$ cat src/hw/rtl/i2c_mra_pkg.sv
// ----------------------------------------------------------------------------
// I2C master register access package
// Shared types, codes and line-phase helpers for the register access master.
// ----------------------------------------------------------------------------
package i2c_mra_pkg;

  // Request class decoded by the front end.
  typedef enum logic [1:0] {
    CMD_TICK   = 2'd0,
    CMD_WRITE  = 2'd1,
    CMD_READ   = 2'd2,
    CMD_SUPPLY = 2'd3
  } cmd_e;

  // Transaction completion status.
  typedef enum logic [1:0] {
    STAT_OK        = 2'd0,
    STAT_BUS_BUSY  = 2'd1,
    STAT_ADDR_NACK = 2'd2,
    STAT_DATA_NACK = 2'd3
  } status_e;

  // Bus sequencer steps.
  typedef enum logic [3:0] {
    STEP_IDLE      = 4'd0,
    STEP_START     = 4'd1,
    STEP_ADDR      = 4'd2,
    STEP_ADDR_ACK  = 4'd3,
    STEP_REG       = 4'd4,
    STEP_REG_ACK   = 4'd5,
    STEP_DATA      = 4'd6,
    STEP_DATA_ACK  = 4'd7,
    STEP_RADDR     = 4'd8,
    STEP_RADDR_ACK = 4'd9,
    STEP_NEED      = 4'd10,
    STEP_RSTART    = 4'd11,
    STEP_RECV      = 4'd12,
    STEP_RACK      = 4'd13,
    STEP_STOP      = 4'd14
  } step_e;

  // One classified word held between the front end and the sequencer.
  typedef struct packed {
    cmd_e       cmd;
    logic [7:0] dev_addr;
    logic [7:0] reg_addr;
    logic [7:0] byte_count;
    logic [7:0] write_byte;
    logic       sda_in;
  } item_t;

  // Line drives and shifter after a phase begins.
  typedef struct packed {
    logic       scl;
    logic       sda;
    logic [7:0] shift;
  } drive_t;

  // Registered result word.
  typedef struct packed {
    logic       scl_out;
    logic       sda_out;
    logic [7:0] read_byte;
    logic       read_valid;
    logic       need_byte;
    logic       busy_res;
    logic       done_res;
    status_e    status;
  } res_t;

  // True when the given phase is the last one of its step.
  function automatic logic phase_last(step_e st, logic [1:0] ph);
    logic res;
    unique case (st) inside
      STEP_RECV:            res = (ph >= 2'd1);
      STEP_RACK, STEP_STOP: res = (ph == 2'd3);
      default:              res = (ph >= 2'd2);
    endcase
    return res;
  endfunction

  // Line drives set on the first tick of a phase.
  function automatic drive_t apply_phase(step_e st, logic [1:0] ph, logic [7:0] shift,
                                         logic [7:0] bytes_left, logic scl, logic sda);
    drive_t r;
    r.scl   = scl;
    r.sda   = sda;
    r.shift = shift;
    unique case (st) inside
      STEP_START, STEP_RSTART: begin
        if (ph == 2'd0) begin
          r.sda = 1'b1;
          r.scl = 1'b1;
        end else begin
          r.sda = 1'b0;
        end
      end
      STEP_ADDR, STEP_REG, STEP_DATA, STEP_RADDR: begin
        if (ph == 2'd0) begin
          r.scl = 1'b0;
        end else if (ph == 2'd1) begin
          r.sda   = shift[7];
          r.shift = {shift[6:0], 1'b0};
        end else begin
          r.scl = 1'b1;
        end
      end
      STEP_ADDR_ACK, STEP_REG_ACK, STEP_DATA_ACK, STEP_RADDR_ACK: begin
        if (ph == 2'd0) begin
          r.scl = 1'b0;
        end else if (ph == 2'd1) begin
          r.sda = 1'b1;
        end else begin
          r.scl = 1'b1;
        end
      end
      STEP_RECV: begin
        if (ph == 2'd0) begin
          r.scl = 1'b0;
          r.sda = 1'b1;
        end else begin
          r.scl = 1'b1;
        end
      end
      STEP_RACK: begin
        if (ph == 2'd0) begin
          r.scl = 1'b0;
        end else if (ph == 2'd1) begin
          r.sda = (bytes_left == 8'd1);
        end else if (ph == 2'd2) begin
          r.scl = 1'b1;
        end else begin
          r.scl = 1'b0;
        end
      end
      STEP_STOP: begin
        if (ph == 2'd0) begin
          r.scl = 1'b0;
        end else if (ph == 2'd1) begin
          r.sda = 1'b0;
        end else if (ph == 2'd2) begin
          r.scl = 1'b1;
        end else begin
          r.sda = 1'b1;
        end
      end
      default: begin
      end
    endcase
    return r;
  endfunction

endpackage

$ cat src/hw/rtl/i2c_mra_if.sv
// ----------------------------------------------------------------------------
// I2C master register access channels
// Valid/ready channels for request words and result words.
// ----------------------------------------------------------------------------

// Request channel: one word per bus tick.
interface i2c_mra_req_if;
  logic       valid;
  logic       ready;
  logic [1:0] req_type;
  logic [7:0] dev_addr;
  logic [7:0] reg_addr;
  logic [7:0] byte_count;
  logic [7:0] write_byte;
  logic       sda_in;

  modport source (
    output valid, req_type, dev_addr, reg_addr, byte_count, write_byte, sda_in,
    input  ready
  );
  modport sink (
    input  valid, req_type, dev_addr, reg_addr, byte_count, write_byte, sda_in,
    output ready
  );
endinterface

// Result channel: one word per bus tick.
interface i2c_mra_res_if;
  logic       valid;
  logic       ready;
  logic       scl_out;
  logic       sda_out;
  logic [7:0] read_byte;
  logic       read_valid;
  logic       need_byte;
  logic       busy_res;
  logic       done_res;
  logic [1:0] status;

  modport source (
    output valid, scl_out, sda_out, read_byte, read_valid, need_byte, busy_res,
           done_res, status,
    input  ready
  );
  modport sink (
    input  valid, scl_out, sda_out, read_byte, read_valid, need_byte, busy_res,
           done_res, status,
    output ready
  );
endinterface

$ cat src/hw/rtl/i2c_mra_front.sv
// ----------------------------------------------------------------------------
// I2C master register access front end
// Accepts request words, classifies them and queues them in a two-entry FIFO.
// ----------------------------------------------------------------------------
module i2c_mra_front
  import i2c_mra_pkg::*;
(
  input  logic         clk_i,
  input  logic         rst_ni,
  i2c_mra_req_if.sink  req_i,
  output logic         item_valid_o,
  input  logic         item_ready_i,
  output item_t        item_o
);

  item_t       mem_q [2];
  logic        wr_ptr_q, wr_ptr_d;
  logic        rd_ptr_q, rd_ptr_d;
  logic [1:0]  cnt_q, cnt_d;
  logic        push;
  logic        pop;
  item_t       item_in;

  // Classify the incoming word.
  always_comb begin
    item_in.cmd        = cmd_e'(req_i.req_type);
    item_in.dev_addr   = req_i.dev_addr;
    item_in.reg_addr   = req_i.reg_addr;
    item_in.byte_count = req_i.byte_count;
    item_in.write_byte = req_i.write_byte;
    item_in.sda_in     = req_i.sda_in;
  end

  // Queue handshakes.
  assign req_i.ready  = (cnt_q != 2'd2);
  assign push         = req_i.valid && req_i.ready;
  assign item_valid_o = (cnt_q != 2'd0);
  assign pop          = item_valid_o && item_ready_i;
  assign item_o       = mem_q[rd_ptr_q];

  // Pointer and fill count update.
  always_comb begin
    wr_ptr_d = push ? ~wr_ptr_q : wr_ptr_q;
    rd_ptr_d = pop ? ~rd_ptr_q : rd_ptr_q;
    cnt_d    = cnt_q + {1'b0, push} - {1'b0, pop};
  end

  always_ff @(posedge clk_i or negedge rst_ni) begin
    if (!rst_ni) begin
      wr_ptr_q <= 1'b0;
      rd_ptr_q <= 1'b0;
      cnt_q    <= 2'd0;
    end else begin
      wr_ptr_q <= wr_ptr_d;
      rd_ptr_q <= rd_ptr_d;
      cnt_q    <= cnt_d;
    end
  end

  // Queue storage.
  always_ff @(posedge clk_i) begin
    if (push) begin
      mem_q[wr_ptr_q] <= item_in;
    end
  end

endmodule

$ cat src/hw/rtl/i2c_mra_engine.sv
// ----------------------------------------------------------------------------
// I2C master register access sequencer
// Runs one bus tick per queued word and registers the resulting line drives.
// ----------------------------------------------------------------------------
module i2c_mra_engine
  import i2c_mra_pkg::*;
(
  input  logic           clk_i,
  input  logic           rst_ni,
  input  logic           cfg_we_i,
  input  logic [15:0]    cfg_wdata_i,
  input  logic           item_valid_i,
  output logic           item_ready_o,
  input  item_t          item_i,
  i2c_mra_res_if.source  res_o
);

  logic [15:0] phase_ticks_q;
  step_e       st_q, st_d;
  logic [1:0]  ph_q, ph_d;
  logic [15:0] tick_q, tick_d;
  logic [3:0]  bits_q, bits_d;
  logic [7:0]  shift_q, shift_d;
  logic [7:0]  bytes_q, bytes_d;
  logic [7:0]  dev_q, dev_d;
  logic [7:0]  reg_q, reg_d;
  logic        is_read_q, is_read_d;
  logic        scl_q, scl_d;
  logic        sda_q, sda_d;
  status_e     pend_q, pend_d;
  res_t        res_q, res_d;
  logic        res_valid_q;

  logic        fire;
  logic [15:0] limit;
  logic [15:0] tick_inc;
  logic [3:0]  bits_inc;
  logic        last;
  logic        enter_en;
  step_e       enter_st;
  logic        begin_en;
  logic [1:0]  begin_ph;
  logic        apply;
  drive_t      drv;
  logic        done;
  logic        rvalid;
  logic [7:0]  rbyte;
  status_e     stat;

  // A word is executed when the result register is free or being drained.
  assign fire         = item_valid_i && (!res_valid_q || res_o.ready);
  assign item_ready_o = fire;
  assign limit        = (phase_ticks_q == 16'd0) ? 16'd1 : phase_ticks_q;
  assign tick_inc     = tick_q + 16'd1;
  assign bits_inc     = bits_q + 4'd1;

  // Phase length register.
  always_ff @(posedge clk_i or negedge rst_ni) begin
    if (!rst_ni) begin
      phase_ticks_q <= 16'd8;
    end else if (cfg_we_i) begin
      phase_ticks_q <= cfg_wdata_i;
    end
  end

  // Sequencer: next step, phase, counters and line drives for one tick.
  always_comb begin
    st_d      = st_q;
    ph_d      = ph_q;
    tick_d    = tick_q;
    bits_d    = bits_q;
    shift_d   = shift_q;
    bytes_d   = bytes_q;
    dev_d     = dev_q;
    reg_d     = reg_q;
    is_read_d = is_read_q;
    scl_d     = scl_q;
    sda_d     = sda_q;
    pend_d    = pend_q;
    enter_en  = 1'b0;
    enter_st  = STEP_IDLE;
    begin_en  = 1'b0;
    begin_ph  = ph_q + 2'd1;
    apply     = 1'b0;
    done      = 1'b0;
    rvalid    = 1'b0;
    rbyte     = 8'd0;
    stat      = STAT_OK;
    last      = phase_last(st_q, ph_q);

    unique case (st_q) inside
      STEP_IDLE: begin
        if (item_i.cmd == CMD_WRITE || item_i.cmd == CMD_READ) begin
          dev_d     = item_i.dev_addr;
          reg_d     = item_i.reg_addr;
          bytes_d   = item_i.byte_count;
          is_read_d = (item_i.cmd == CMD_READ);
          pend_d    = STAT_OK;
          enter_en  = 1'b1;
          enter_st  = STEP_START;
        end
      end
      STEP_NEED: begin
        if (item_i.cmd == CMD_SUPPLY) begin
          shift_d  = item_i.write_byte;
          enter_en = 1'b1;
          enter_st = STEP_DATA;
        end
      end
      default: begin
        tick_d = tick_inc;
        if (tick_inc >= limit) begin
          // Phase end: sample SDA and move on; default is the next phase.
          begin_en = 1'b1;
          unique case (st_q) inside
            STEP_START: begin
              if ((ph_q == 2'd0 && !item_i.sda_in) || (ph_q == 2'd1 && item_i.sda_in)) begin
                st_d     = STEP_IDLE;
                ph_d     = 2'd0;
                tick_d   = 16'd0;
                done     = 1'b1;
                stat     = STAT_BUS_BUSY;
                begin_en = 1'b0;
              end else if (last) begin
                shift_d  = dev_q;
                enter_en = 1'b1;
                enter_st = STEP_ADDR;
              end
            end
            STEP_RSTART: begin
              if (last) begin
                shift_d  = dev_q + 8'd1;
                enter_en = 1'b1;
                enter_st = STEP_RADDR;
              end
            end
            STEP_ADDR, STEP_REG, STEP_DATA, STEP_RADDR: begin
              if (last) begin
                bits_d = bits_inc;
                if (bits_inc[3]) begin
                  scl_d    = 1'b0;
                  enter_en = 1'b1;
                  unique case (st_q) inside
                    STEP_ADDR: enter_st = STEP_ADDR_ACK;
                    STEP_REG:  enter_st = STEP_REG_ACK;
                    STEP_DATA: enter_st = STEP_DATA_ACK;
                    default:   enter_st = STEP_RADDR_ACK;
                  endcase
                end else begin
                  begin_ph = 2'd0;
                end
              end
            end
            STEP_ADDR_ACK, STEP_REG_ACK, STEP_DATA_ACK, STEP_RADDR_ACK: begin
              if (last) begin
                scl_d    = 1'b0;
                enter_en = 1'b1;
                enter_st = STEP_STOP;
                unique case (st_q) inside
                  STEP_ADDR_ACK: begin
                    if (item_i.sda_in) begin
                      pend_d = STAT_ADDR_NACK;
                    end else begin
                      shift_d  = reg_q;
                      enter_st = STEP_REG;
                    end
                  end
                  STEP_REG_ACK: begin
                    if (is_read_q) begin
                      enter_st = STEP_RSTART;
                    end else if (bytes_q != 8'd0) begin
                      enter_en = 1'b0;
                      begin_en = 1'b0;
                      st_d     = STEP_NEED;
                      ph_d     = 2'd0;
                      tick_d   = 16'd0;
                    end
                  end
                  STEP_DATA_ACK: begin
                    if (item_i.sda_in) begin
                      pend_d = STAT_DATA_NACK;
                    end else begin
                      bytes_d = bytes_q - 8'd1;
                      if (bytes_q != 8'd1) begin
                        enter_en = 1'b0;
                        begin_en = 1'b0;
                        st_d     = STEP_NEED;
                        ph_d     = 2'd0;
                        tick_d   = 16'd0;
                      end
                    end
                  end
                  default: begin
                    if (bytes_q != 8'd0) begin
                      shift_d  = 8'd0;
                      enter_st = STEP_RECV;
                    end
                  end
                endcase
              end
            end
            STEP_RECV: begin
              if (last) begin
                shift_d = {shift_q[6:0], item_i.sda_in};
                bits_d  = bits_inc;
                if (bits_inc[3]) begin
                  scl_d    = 1'b0;
                  rvalid   = 1'b1;
                  rbyte    = shift_d;
                  enter_en = 1'b1;
                  enter_st = STEP_RACK;
                end else begin
                  begin_ph = 2'd0;
                end
              end
            end
            STEP_RACK: begin
              if (last) begin
                bytes_d  = bytes_q - 8'd1;
                enter_en = 1'b1;
                if (bytes_q == 8'd1) begin
                  enter_st = STEP_STOP;
                end else begin
                  shift_d  = 8'd0;
                  enter_st = STEP_RECV;
                end
              end
            end
            STEP_STOP: begin
              if (last) begin
                st_d     = STEP_IDLE;
                ph_d     = 2'd0;
                tick_d   = 16'd0;
                done     = 1'b1;
                stat     = pend_q;
                begin_en = 1'b0;
              end
            end
            default: begin
              begin_en = 1'b0;
            end
          endcase
        end
      end
    endcase

    // Start a new step or a new phase, then set the drives for it.
    if (enter_en) begin
      st_d   = enter_st;
      bits_d = 4'd0;
      ph_d   = 2'd0;
      tick_d = 16'd0;
      apply  = 1'b1;
    end else if (begin_en) begin
      ph_d   = begin_ph;
      tick_d = 16'd0;
      apply  = 1'b1;
    end
    drv = apply_phase(st_d, ph_d, shift_d, bytes_d, scl_d, sda_d);
    if (apply) begin
      scl_d   = drv.scl;
      sda_d   = drv.sda;
      shift_d = drv.shift;
    end
  end

  // Result word for this tick.
  always_comb begin
    res_d.scl_out    = scl_d;
    res_d.sda_out    = sda_d;
    res_d.read_byte  = rvalid ? rbyte : 8'd0;
    res_d.read_valid = rvalid;
    res_d.need_byte  = (st_d == STEP_NEED);
    res_d.busy_res   = (st_d != STEP_IDLE);
    res_d.done_res   = done;
    res_d.status     = stat;
  end

  // Sequencer state.
  always_ff @(posedge clk_i or negedge rst_ni) begin
    if (!rst_ni) begin
      st_q      <= STEP_IDLE;
      ph_q      <= 2'd0;
      tick_q    <= 16'd0;
      bits_q    <= 4'd0;
      shift_q   <= 8'd0;
      bytes_q   <= 8'd0;
      dev_q     <= 8'd0;
      reg_q     <= 8'd0;
      is_read_q <= 1'b0;
      scl_q     <= 1'b1;
      sda_q     <= 1'b1;
      pend_q    <= STAT_OK;
    end else if (fire) begin
      st_q      <= st_d;
      ph_q      <= ph_d;
      tick_q    <= tick_d;
      bits_q    <= bits_d;
      shift_q   <= shift_d;
      bytes_q   <= bytes_d;
      dev_q     <= dev_d;
      reg_q     <= reg_d;
      is_read_q <= is_read_d;
      scl_q     <= scl_d;
      sda_q     <= sda_d;
      pend_q    <= pend_d;
    end
  end

  // Output register.
  always_ff @(posedge clk_i or negedge rst_ni) begin
    if (!rst_ni) begin
      res_valid_q <= 1'b0;
    end else if (fire) begin
      res_valid_q <= 1'b1;
    end else if (res_o.ready) begin
      res_valid_q <= 1'b0;
    end
  end

  always_ff @(posedge clk_i) begin
    if (fire) begin
      res_q <= res_d;
    end
  end

  assign res_o.valid      = res_valid_q;
  assign res_o.scl_out    = res_q.scl_out;
  assign res_o.sda_out    = res_q.sda_out;
  assign res_o.read_byte  = res_q.read_byte;
  assign res_o.read_valid = res_q.read_valid;
  assign res_o.need_byte  = res_q.need_byte;
  assign res_o.busy_res   = res_q.busy_res;
  assign res_o.done_res   = res_q.done_res;
  assign res_o.status     = res_q.status;

`ifndef NO_ASSERTIONS
  // Waiting for a data byte always lies inside a transaction.
  assert property (@(posedge clk_i) disable iff (!rst_ni)
    res_valid_q && res_q.need_byte |-> res_q.busy_res)
    else $error("need_byte reported outside a transaction");

  // A finished transaction leaves the sequencer idle.
  assert property (@(posedge clk_i) disable iff (!rst_ni)
    res_valid_q && res_q.done_res |-> !res_q.busy_res)
    else $error("done reported while still busy");

  // A nonzero status only comes with the end of a transaction.
  assert property (@(posedge clk_i) disable iff (!rst_ni)
    res_valid_q && (res_q.status != STAT_OK) |-> res_q.done_res)
    else $error("status reported without done");

  // The phase timer rests while idle or waiting for data.
  assert property (@(posedge clk_i) disable iff (!rst_ni)
    (st_q == STEP_IDLE || st_q == STEP_NEED) |-> (tick_q == 16'd0 && ph_q == 2'd0))
    else $error("phase timer running while stopped");
`endif

endmodule

$ cat src/hw/rtl/i2c_master_register_access_core.sv
// ----------------------------------------------------------------------------
// I2C master register access core
// Open-drain I2C master for register reads and writes, one bus tick per word.
// ----------------------------------------------------------------------------
// Flow: a request word waits in the two-entry queue and is run by the sequencer once the
// result register is free or being drained; its result word is then registered there.
// Throughput: one word per cycle while neither channel stalls; the two-entry queue and
// the output register let each channel stall on its own, and the sequencer runs a tick per word taken.
// Reset: phase length 8 ticks, both lines released, sequencer idle, queue empty.
module i2c_master_register_access_core
  import i2c_mra_pkg::*;
(
  input  logic           clk_i,
  input  logic           rst_ni,
  input  logic           cfg_we_i,
  input  logic [15:0]    cfg_wdata_i,
  i2c_mra_req_if.sink    req_i,
  i2c_mra_res_if.source  res_o
);

  logic  item_valid;
  logic  item_ready;
  item_t item;

  // Front end: accept and classify request words.
  i2c_mra_front u_front (
    .clk_i        (clk_i),
    .rst_ni       (rst_ni),
    .req_i        (req_i),
    .item_valid_o (item_valid),
    .item_ready_i (item_ready),
    .item_o       (item)
  );

  // Back end: bus sequencer and result register.
  i2c_mra_engine u_engine (
    .clk_i        (clk_i),
    .rst_ni       (rst_ni),
    .cfg_we_i     (cfg_we_i),
    .cfg_wdata_i  (cfg_wdata_i),
    .item_valid_i (item_valid),
    .item_ready_o (item_ready),
    .item_i       (item),
    .res_o        (res_o)
  );

endmodule

$ cat src/flat_wrapper.sv
// flat-port wrapper written by rule: the top's interface ports become plain ports
module i2c_master_register_access_core_flat import i2c_mra_pkg::*;
  (clk_i, rst_ni, cfg_we_i, cfg_wdata_i, req_i_valid, req_i_req_type, req_i_dev_addr, req_i_reg_addr, req_i_byte_count, req_i_write_byte, req_i_sda_in, req_i_ready, res_o_valid, res_o_scl_out, res_o_sda_out, res_o_read_byte, res_o_read_valid, res_o_need_byte, res_o_busy_res, res_o_done_res, res_o_status, res_o_ready);
  i2c_mra_req_if req_i_i ();
  i2c_mra_res_if res_o_i ();
  input  logic clk_i;
  input  logic rst_ni;
  input  logic cfg_we_i;
  input  logic [15:0] cfg_wdata_i;
  input wire logic [$bits(req_i_i.valid)-1:0] req_i_valid;
  input wire logic [$bits(req_i_i.req_type)-1:0] req_i_req_type;
  input wire logic [$bits(req_i_i.dev_addr)-1:0] req_i_dev_addr;
  input wire logic [$bits(req_i_i.reg_addr)-1:0] req_i_reg_addr;
  input wire logic [$bits(req_i_i.byte_count)-1:0] req_i_byte_count;
  input wire logic [$bits(req_i_i.write_byte)-1:0] req_i_write_byte;
  input wire logic [$bits(req_i_i.sda_in)-1:0] req_i_sda_in;
  output wire logic [$bits(req_i_i.ready)-1:0] req_i_ready;
  output wire logic [$bits(res_o_i.valid)-1:0] res_o_valid;
  output wire logic [$bits(res_o_i.scl_out)-1:0] res_o_scl_out;
  output wire logic [$bits(res_o_i.sda_out)-1:0] res_o_sda_out;
  output wire logic [$bits(res_o_i.read_byte)-1:0] res_o_read_byte;
  output wire logic [$bits(res_o_i.read_valid)-1:0] res_o_read_valid;
  output wire logic [$bits(res_o_i.need_byte)-1:0] res_o_need_byte;
  output wire logic [$bits(res_o_i.busy_res)-1:0] res_o_busy_res;
  output wire logic [$bits(res_o_i.done_res)-1:0] res_o_done_res;
  output wire logic [$bits(res_o_i.status)-1:0] res_o_status;
  input wire logic [$bits(res_o_i.ready)-1:0] res_o_ready;
  assign req_i_i.valid = req_i_valid;
  assign req_i_i.req_type = req_i_req_type;
  assign req_i_i.dev_addr = req_i_dev_addr;
  assign req_i_i.reg_addr = req_i_reg_addr;
  assign req_i_i.byte_count = req_i_byte_count;
  assign req_i_i.write_byte = req_i_write_byte;
  assign req_i_i.sda_in = req_i_sda_in;
  assign req_i_ready = req_i_i.ready;
  assign res_o_valid = res_o_i.valid;
  assign res_o_scl_out = res_o_i.scl_out;
  assign res_o_sda_out = res_o_i.sda_out;
  assign res_o_read_byte = res_o_i.read_byte;
  assign res_o_read_valid = res_o_i.read_valid;
  assign res_o_need_byte = res_o_i.need_byte;
  assign res_o_busy_res = res_o_i.busy_res;
  assign res_o_done_res = res_o_i.done_res;
  assign res_o_status = res_o_i.status;
  assign res_o_i.ready = res_o_ready;
  i2c_master_register_access_core u_core (.clk_i(clk_i), .rst_ni(rst_ni), .cfg_we_i(cfg_we_i), .cfg_wdata_i(cfg_wdata_i), .req_i(req_i_i), .res_o(res_o_i));
endmodule
$ cat config.mk
export PLATFORM = sky130hd
export DESIGN_NAME = i2c_master_register_access_core_flat
export DESIGN_NICKNAME = d
export VERILOG_FILES = /design/src/hw/rtl/i2c_mra_pkg.sv /design/src/hw/rtl/i2c_mra_if.sv /design/src/hw/rtl/i2c_mra_front.sv /design/src/hw/rtl/i2c_mra_engine.sv /design/src/hw/rtl/i2c_master_register_access_core.sv /design/src/flat_wrapper.sv
export SDC_FILE = /design/constraint.sdc
export NUM_CORES = 1
export LEC_CHECK = 0
export ABC_AREA = 1
export BUFFER_PORTS_ARGS = -buffer_cell sky130_fd_sc_hd__buf_2
export CORE_UTILIZATION = 65
export CTS_CLUSTER_SIZE = 14
export DETAILED_ROUTE_END_ITERATION = 10
export PLACE_DENSITY_LB_ADDON = 0.05
export SLEW_MARGIN = 30
export SYNTH_ARGS = -nofsm -noshare
export SYNTH_HDL_FRONTEND = slang
export SYNTH_HIERARCHICAL = 1
export SYNTH_SLANG_ARGS = --single-unit
$ cat constraint.sdc
create_clock -name clk_i -period 6.7 [get_ports clk_i]
set_clock_uncertainty 0.2 [all_clocks]
set_input_delay 1.005 -clock clk_i [delete_from_list [all_inputs] [get_ports clk_i]]
set_output_delay 1.005 -clock clk_i [all_outputs]
set_load 0.05 [all_outputs]
* Yosys cells after proc, flatten, opt, wreduce, memory -nomap -nowiden
Memory sizes are Yosys's and may differ from the RTL's.
Index checks and enable logic that the tools add are counted.
W data, S select, Z words.
** Cells by class
- Reductions and logical operators :: 42
- Add/sub/neg operators :: 7
- Muxes and demuxes :: 167
- Bitwise operators :: 8
- Eq/ne operators :: 44
- $lt $le $gt $ge :: 3
** Operators by type and width (count)
- $mux W16 :: 12
- $mux W8 :: 19
- $mux W4 :: 25
- $pmux W8 S2 :: 4
- $eq A4 B4 Y1 const B :: 14
- $mux W1 :: 55
- $mux W2 :: 26
- $pmux W16 S3 :: 1
- $pmux W8 S5 :: 1
- $pmux W4 S3 :: 3
- $eq A4 B3 Y1 const B :: 8
- $pmux W16 S2 :: 1
- $pmux W4 S6 :: 1
- $mux W9 :: 2
- $add A16 B1 Y16 const B :: 1
- $eq A4 B2 Y1 const B :: 4
- $eq A8 B1 Y1 const B :: 2
- $ge A16 B16 Y1 :: 1
- $logic_not A16 Y1 :: 1
- $pmux W2 S2 :: 4
- $pmux W4 S2 :: 2
- $reduce_bool A2 Y1 :: 8
- $reduce_or A4 Y1 :: 4
- $reduce_or A7 Y1 :: 2
- 37 further kinds :: 70
** Word-level totals
- Memories kept :: 1
- RAM bits :: 70
- Bits of input ports :: 56
- Output and inout bits :: 18
- Logic and storage cells :: 297
- Register bits :: 100
** Memory list
- u_core.u_front.mem_q :: depth 2, bits a word 35, rd ports 1, clocked after memory_dff 0, wr ports 1, line i2c_mra_front.sv:16 : item_t mem_q [2];

* Depth between registers and ports, before layout
- Depth in word-level cells :: 16
- Mapped depth :: 35
- Gate-level depth less buffers :: 34

* Modules after synthesis
Netlist, hierarchy kept.
** By module, submodules not included
- i2c_mra_engine :: times used 1, cells each 1074, seq. area each 2486.1 um2, area each 7382.1 um2
- i2c_mra_front :: times used 1, cells each 214, seq. area each 2202.1 um2, area each 2835.2 um2

* Least setup slack after synthesis
Ideal clock, no wire load.
- Kind :: reg2reg
- Start :: reg u_core.u_engine.tick_q[2]
- End :: reg u_core.u_engine.res_q, in the netlist u_core/u_engine/res_o.sda_out, data pin
- Path slack :: 2.540 ns
- Stages on the path, launching flop included :: 27
- Setup time :: 0.263 ns
- Arrival time :: 3.697 ns
- Buffers on the path :: 1
- Required time :: 6.237 ns
- Period minus slack after synthesis :: 4.160 ns
- Cell sequence :: dfrtp_1 -> inv_1 -> nor3_1 -> nand3_1 -> nor2_1 -> nand4_1 -> nor3_1 -> nand3_1 -> xor2_1 -> inv_1 -> ha_1 -> nand2_1 -> nor3_1 -> nand3_1 -> nand3_1 -> clkbuf_1 -> nand2_1 -> nand3_1 -> o21ai_0 -> nor2_4 -> nand2_1 -> nand2_1 -> inv_1 -> nand2_1 -> nand2_1 -> inv_1 -> a31oi_1
** RTL lines
- start, declared :: line i2c_mra_engine.sv:21 : logic [15:0] tick_q, tick_d;
- start signal, assigned :: line i2c_mra_engine.sv:297 : tick_q <= tick_d;
- end signal, assigned :: line i2c_mra_engine.sv:323 : res_q <= res_d;
- end, declared :: line i2c_mra_engine.sv:31 : res_t res_q, res_d;

* Worst setup path in the final report
- Start :: reg u_core.u_engine.tick_q[2]
- End :: reg u_core.u_engine.shift_q[4]
** Between the ends
- Word-level cells in the longest chain between the ends :: 11
- Elaborated cells on any way between the ends :: 32
- Classes of those cells :: add/sub (1); order compare (1); eq/ne (5); mux (23); reduce/logical (2)
** RTL lines
- $add A16 B1 Y16 * :: line i2c_mra_engine.sv:54 : assign tick_inc = tick_q + 16'd1;
- $ge A16 B16 Y1 * :: line i2c_mra_engine.sv:112 : if (tick_inc >= limit) begin
- $mux W2 / $mux W1 (equally long branches) :: line i2c_mra_engine.sv:112
- $mux W2 / $mux W1 (equally long branches) :: line i2c_mra_engine.sv:91 : unique case (st_q) inside
- $mux W2 :: line i2c_mra_engine.sv:254 : end else if (begin_en) begin
- $mux W2 :: line i2c_mra_engine.sv:248 : if (enter_en) begin
- $eq A2 B1 Y1 :: line i2c_mra_pkg.sv:101 : end else if (ph == 2'd1) begin
- $mux W9 :: line i2c_mra_pkg.sv:101
- $mux W9 :: line i2c_mra_pkg.sv:99 : if (ph == 2'd0) begin
- $mux W8 :: line i2c_mra_pkg.sv:89 : unique case (st) inside
- $mux W8 * :: line i2c_mra_engine.sv:260 : if (apply) begin
- end signal, assigned :: line i2c_mra_engine.sv:299 : shift_q <= shift_d;
- end, declared :: line i2c_mra_engine.sv:23 : logic [7:0] shift_q, shift_d;
Every way passes the cells marked *; elsewhere a longest branch is shown, timed or not.
A chain may end at the register's enable or synchronous reset.

==> summary.txt <==
STA
  – Final period util: 0.798
  – Setup repair after global routing missed its margin: false
  – Number of slew-limit violations in the final report: 0
  – Pin slew with the least headroom to its limit: 942 ps
  – Final Hold Slack: 252 ps
  – Min Tclk post-route: 5350 ps
  – Max-slew headroom: 0.372
  – Setup TNS: 0 ps
  – Number of hold violations in the final report: 0
  – Maximum clock frequency: 187 MHz
  – Number of failing setup endpoints in the final timing report: 0
  – Final critical-path setup slack: 1350 ps

Clock tree
  – Count of hold buffers inserted by post-cts repair: 0
  – H-tree depth: 4
  – Clock insertion delay at the later pin of the skew report: 440 ps
  – Maximum clock path buffer count: 2
  – Root buffer cell: sky130_fd_sc_hd__clkbuf_16
  – Sinks on the clock net: 170
  – Number of gates given a new drive strength after cts: 0
  – CTS tree: built
  – Post-CTS setup-driven buffer insertion count: 0
  – Clock edge transition at the registers on the reported setup and hold paths: 80 ps
  – Cts bufs inserted: 17

Synthesis
  – Share of synthesized area occupied by flip-flops and latches: 0.459
  – Share of the synthesized area in compound gates (AO/OA/AOI/OAI): 0.111
  – EDFF count, synth: 86
  – Number of flip-flops and latches in the synthesized netlist: 170
  – Yosys warnings: 6
  – Synthesized area per cell: 7.93 µm²
  – Synth cell types: 49
  – Main combinational cell family by area after synthesis: simple AND/OR/NAND/NOR gates
  – Number of instances in the synthesized netlist: 1288
  – Fraction of registers with async set/reset: 0.494
  – Xor-xnor portion of the synthesized cell area: 0.0146
  – Post-synth net total: 1374
  – Synth Area in Simple Gates: 0.283
  – Share of synthesized area spent on multiplexers: 0.0165
  – Adder and majority cell fraction of the synthesized area: 0.0367
  – Cell area after synthesis: 10200 µm²
  – Most common flop cell mapped by yosys: sky130_fd_sc_hd__edfxtp_1

Worst setup path
  – Critical path data required time: 6790 ps
  – Critical path destination: u_core/u_engine/shift_q[4]
  – Worst r2r src: u_core/u_engine/tick_q[2]
  – Critical path data arrival time: 5440 ps
  – Reg2reg setup slack: 1350 ps
  – Crit. End Element: flop
  – Type of origin of the critical path: flop
  – R2R depth: 24
  – Launch point of the worst path: u_core/u_engine/tick_q[2]
  – Critical Setup Path Class: flop to flop
  – Maximum fanout encountered on the critical timing path: 20
  – Reg2reg end: u_core/u_engine/shift_q[4]

Finish
  – Net count of the finished layout: 1433
  – Antenna fix cells: 0
  – Post-Route Utilization: 0.740
  – Fraction of layout instances using a drive strength above 1: 0.144
  – Post-route non-filler standard cell count: 1571
  – Area added between synthesis and finish: 10.5%

Die
  – Initial standard-cell utilization of the core: 0.670
  – Count of pins on the block boundary: 74
  – Die area: 16200 µm²
  – Chip Width: 127 µm
  – Overall die height: 127 µm
  – Area inside the core boundary: 15300 µm²
  – Rows: 45

Routing
  – Detail-routed via count per cell: 5.75
  – Violation count after the first detailed-route iteration: 1222
  – Avg WL per Cell: 15.9 µm
  – Number of nets still failing antenna checks after routing: 0
  – WL final: 25.0 mm
  – Drt pass-1 iters: 8
  – Number of vias in the routed layout: 9038
  – Final routed DRC violation total: 0

Placed design
  – Total half-perimeter wirelength after legalization and detailed placement: 17.8 mm
  – DP Worst Slack: 1570 ps
  – Final weighted congestion of routability-driven global placement: 0.974
  – Buffers on Ports: 73
  – Post-Place Cells: 1539

GRT
  – Antenna violations before repair: 0
  – Maximum number of pins on one net before global-route repair: 65
  – Via count of the first global-routing pass: 8369
  – Overall overflow remaining after global route: 0
  – First-pass GRT wire length: 40.9 mm
  – GRT Total Usage: 0.324

Min path
  – Min-Delay Path Class: input port to asynchronous set/reset pin

Power and ir drop
  – Maximum vdd ir drop: 0.347 mV
  – Leakage power of the design: 5.31 nW
  – P per Cell Area: 454 nW/µm²

Status
  – Outcome: finished, final reports clean

Flow run
  – Number of violations of the max-capacitance limit: 0
## where the power goes
group          total (mW)  internal [mW]  switching, mW
Clock                1.02          0.519          0.500
Sequential           1.70           1.45          0.245
Combinational        2.40          0.713           1.69
Total                5.12           2.69           2.43
## per-layer routing
metal  part of all wire  up-vias  track usage
met5                  0        -            0
met4              0.020        0        0.111
met3              0.089       45       0.0595
met2               0.45      493        0.497
met1               0.44     4134        0.465
li1                   -     4366            -
## critical path, cell delays in order, from the launching register on
cell,delay [ps]
sky130_fd_sc_hd__dfrtp_1,390
sky130_fd_sc_hd__inv_1,70
sky130_fd_sc_hd__nor3_1,280
sky130_fd_sc_hd__nand3_1,170
sky130_fd_sc_hd__nor2_1,150
sky130_fd_sc_hd__nand4_1,140
sky130_fd_sc_hd__nor3_1,400
sky130_fd_sc_hd__nand3_1,170
sky130_fd_sc_hd__xor2_1,220
sky130_fd_sc_hd__inv_1,70
sky130_fd_sc_hd__ha_1,300
sky130_fd_sc_hd__nand2_1,80
sky130_fd_sc_hd__nor3_1,250
sky130_fd_sc_hd__nand3_1,100
sky130_fd_sc_hd__nand3_1,360
sky130_fd_sc_hd__buf_4,330
sky130_fd_sc_hd__nand2_1,300
sky130_fd_sc_hd__inv_1,280
sky130_fd_sc_hd__a31oi_1,110
sky130_fd_sc_hd__o21ai_0,170
sky130_fd_sc_hd__o21ai_0,120
sky130_fd_sc_hd__a21oi_1,240
sky130_fd_sc_hd__nand2_1,110
sky130_fd_sc_hd__nand3_1,90
sky130_fd_sc_hd__o21ai_0,100
## flip-flops by register name, summed over array words and instances, names as in the netlist, 2 cells and up
signal and cells:
u_core/u_engine/reg_q 8, u_core/u_engine/bytes_q 8, u_core/u_engine/res_o.read_byte 8, u_core/u_front/mem_q 70, u_core/u_engine/dev_q 8, u_core/u_engine/res_o.status 2
u_core/u_front/cnt_q 2, u_core/u_engine/phase_ticks_q 16, u_core/u_engine/shift_q 8, u_core/u_engine/pend_q 2, u_core/u_engine/tick_q 16, u_core/u_engine/bits_q 4
u_core/u_engine/st_q 4, u_core/u_engine/ph_q 2
## cell usage in the layout (no fill, tap or decap), types with 22 or more instances in the layout
cell type	n
sky130_fd_sc_hd__nand2_1	407
sky130_fd_sc_hd__a21oi_1	39
sky130_fd_sc_hd__nand3_1	86
sky130_fd_sc_hd__dfrtp_1	81
sky130_fd_sc_hd__nor2_1	89
sky130_fd_sc_hd__o21ai_0	107
sky130_fd_sc_hd__nand2_2	22
sky130_fd_sc_hd__edfxtp_1	86
sky130_fd_sc_hd__buf_2	72
sky130_fd_sc_hd__inv_1	132
sky130_fd_sc_hd__ha_1	30
## layout make-up
type	count	area [µm²]
clock buffer	17	425
tap	211	264
fill	1147	3970
inverter	146	561
multi-input combinational	930	4710
sequential	170	4690
timing repair buffer	82	435
clock inverter	15	201
## cell families (layout without fill, tap and decap cells)
logic type,count (synthesis),in the layout
fa+ha+maj,30,30
flops,170,170
mux,15,15
buf+inv,188,260
compound gates,202,202
simple gates,666,666
xor+xnor,17,17
## cells in the mapped netlist (all sizes together), types with 2 or more instances
cell / instances / area (µm²)
a22oi: 5 / 37.5
nor3: 12 / 60.1
o211ai: 12 / 90.1
nand2: 434 / 1720
dfstp: 3 / 78.8
xnor2: 3 / 26.3
nor2: 106 / 458
xor2: 14 / 123
nand4: 20 / 131
mux2: 15 / 169
o21ai: 111 / 571
ha: 30 / 375
buf: 24 / 189
o31ai: 3 / 22.5
clkbuf: 18 / 67.6
a21oi: 39 / 195
dfrtp: 81 / 2030
a31oi: 5 / 31.3
edfxtp: 86 / 2580
clkinv: 3 / 16.3
o22ai: 19 / 119
a221oi: 2 / 17.5
nand3: 91 / 495
inv: 143 / 544
## metrics by stage
stage               cell area, µm²  power, mW
detailed placement           10700       4.05
finish                       11300       5.12
global placement             10700       4.00
global route                 11300       5.47
CTS                          11300       5.09
floorplan                    10200       3.50
## how the worst min path moves through the flow
stage | startpoint | endpoint
CTS | rst_ni | u_core/u_engine/pend_q[1]
detailed placement | u_core/u_engine/scl_q | u_core/u_engine/scl_q
floorplan | u_core/u_front/wr_ptr_q | u_core/u_front/wr_ptr_q
global placement | u_core/u_front/wr_ptr_q | u_core/u_front/wr_ptr_q
global route | rst_ni | u_core/u_engine/bits_q[0]
finish | rst_ni | u_core/u_engine/bits_q[3]
(Power assumes the default switching activity.)
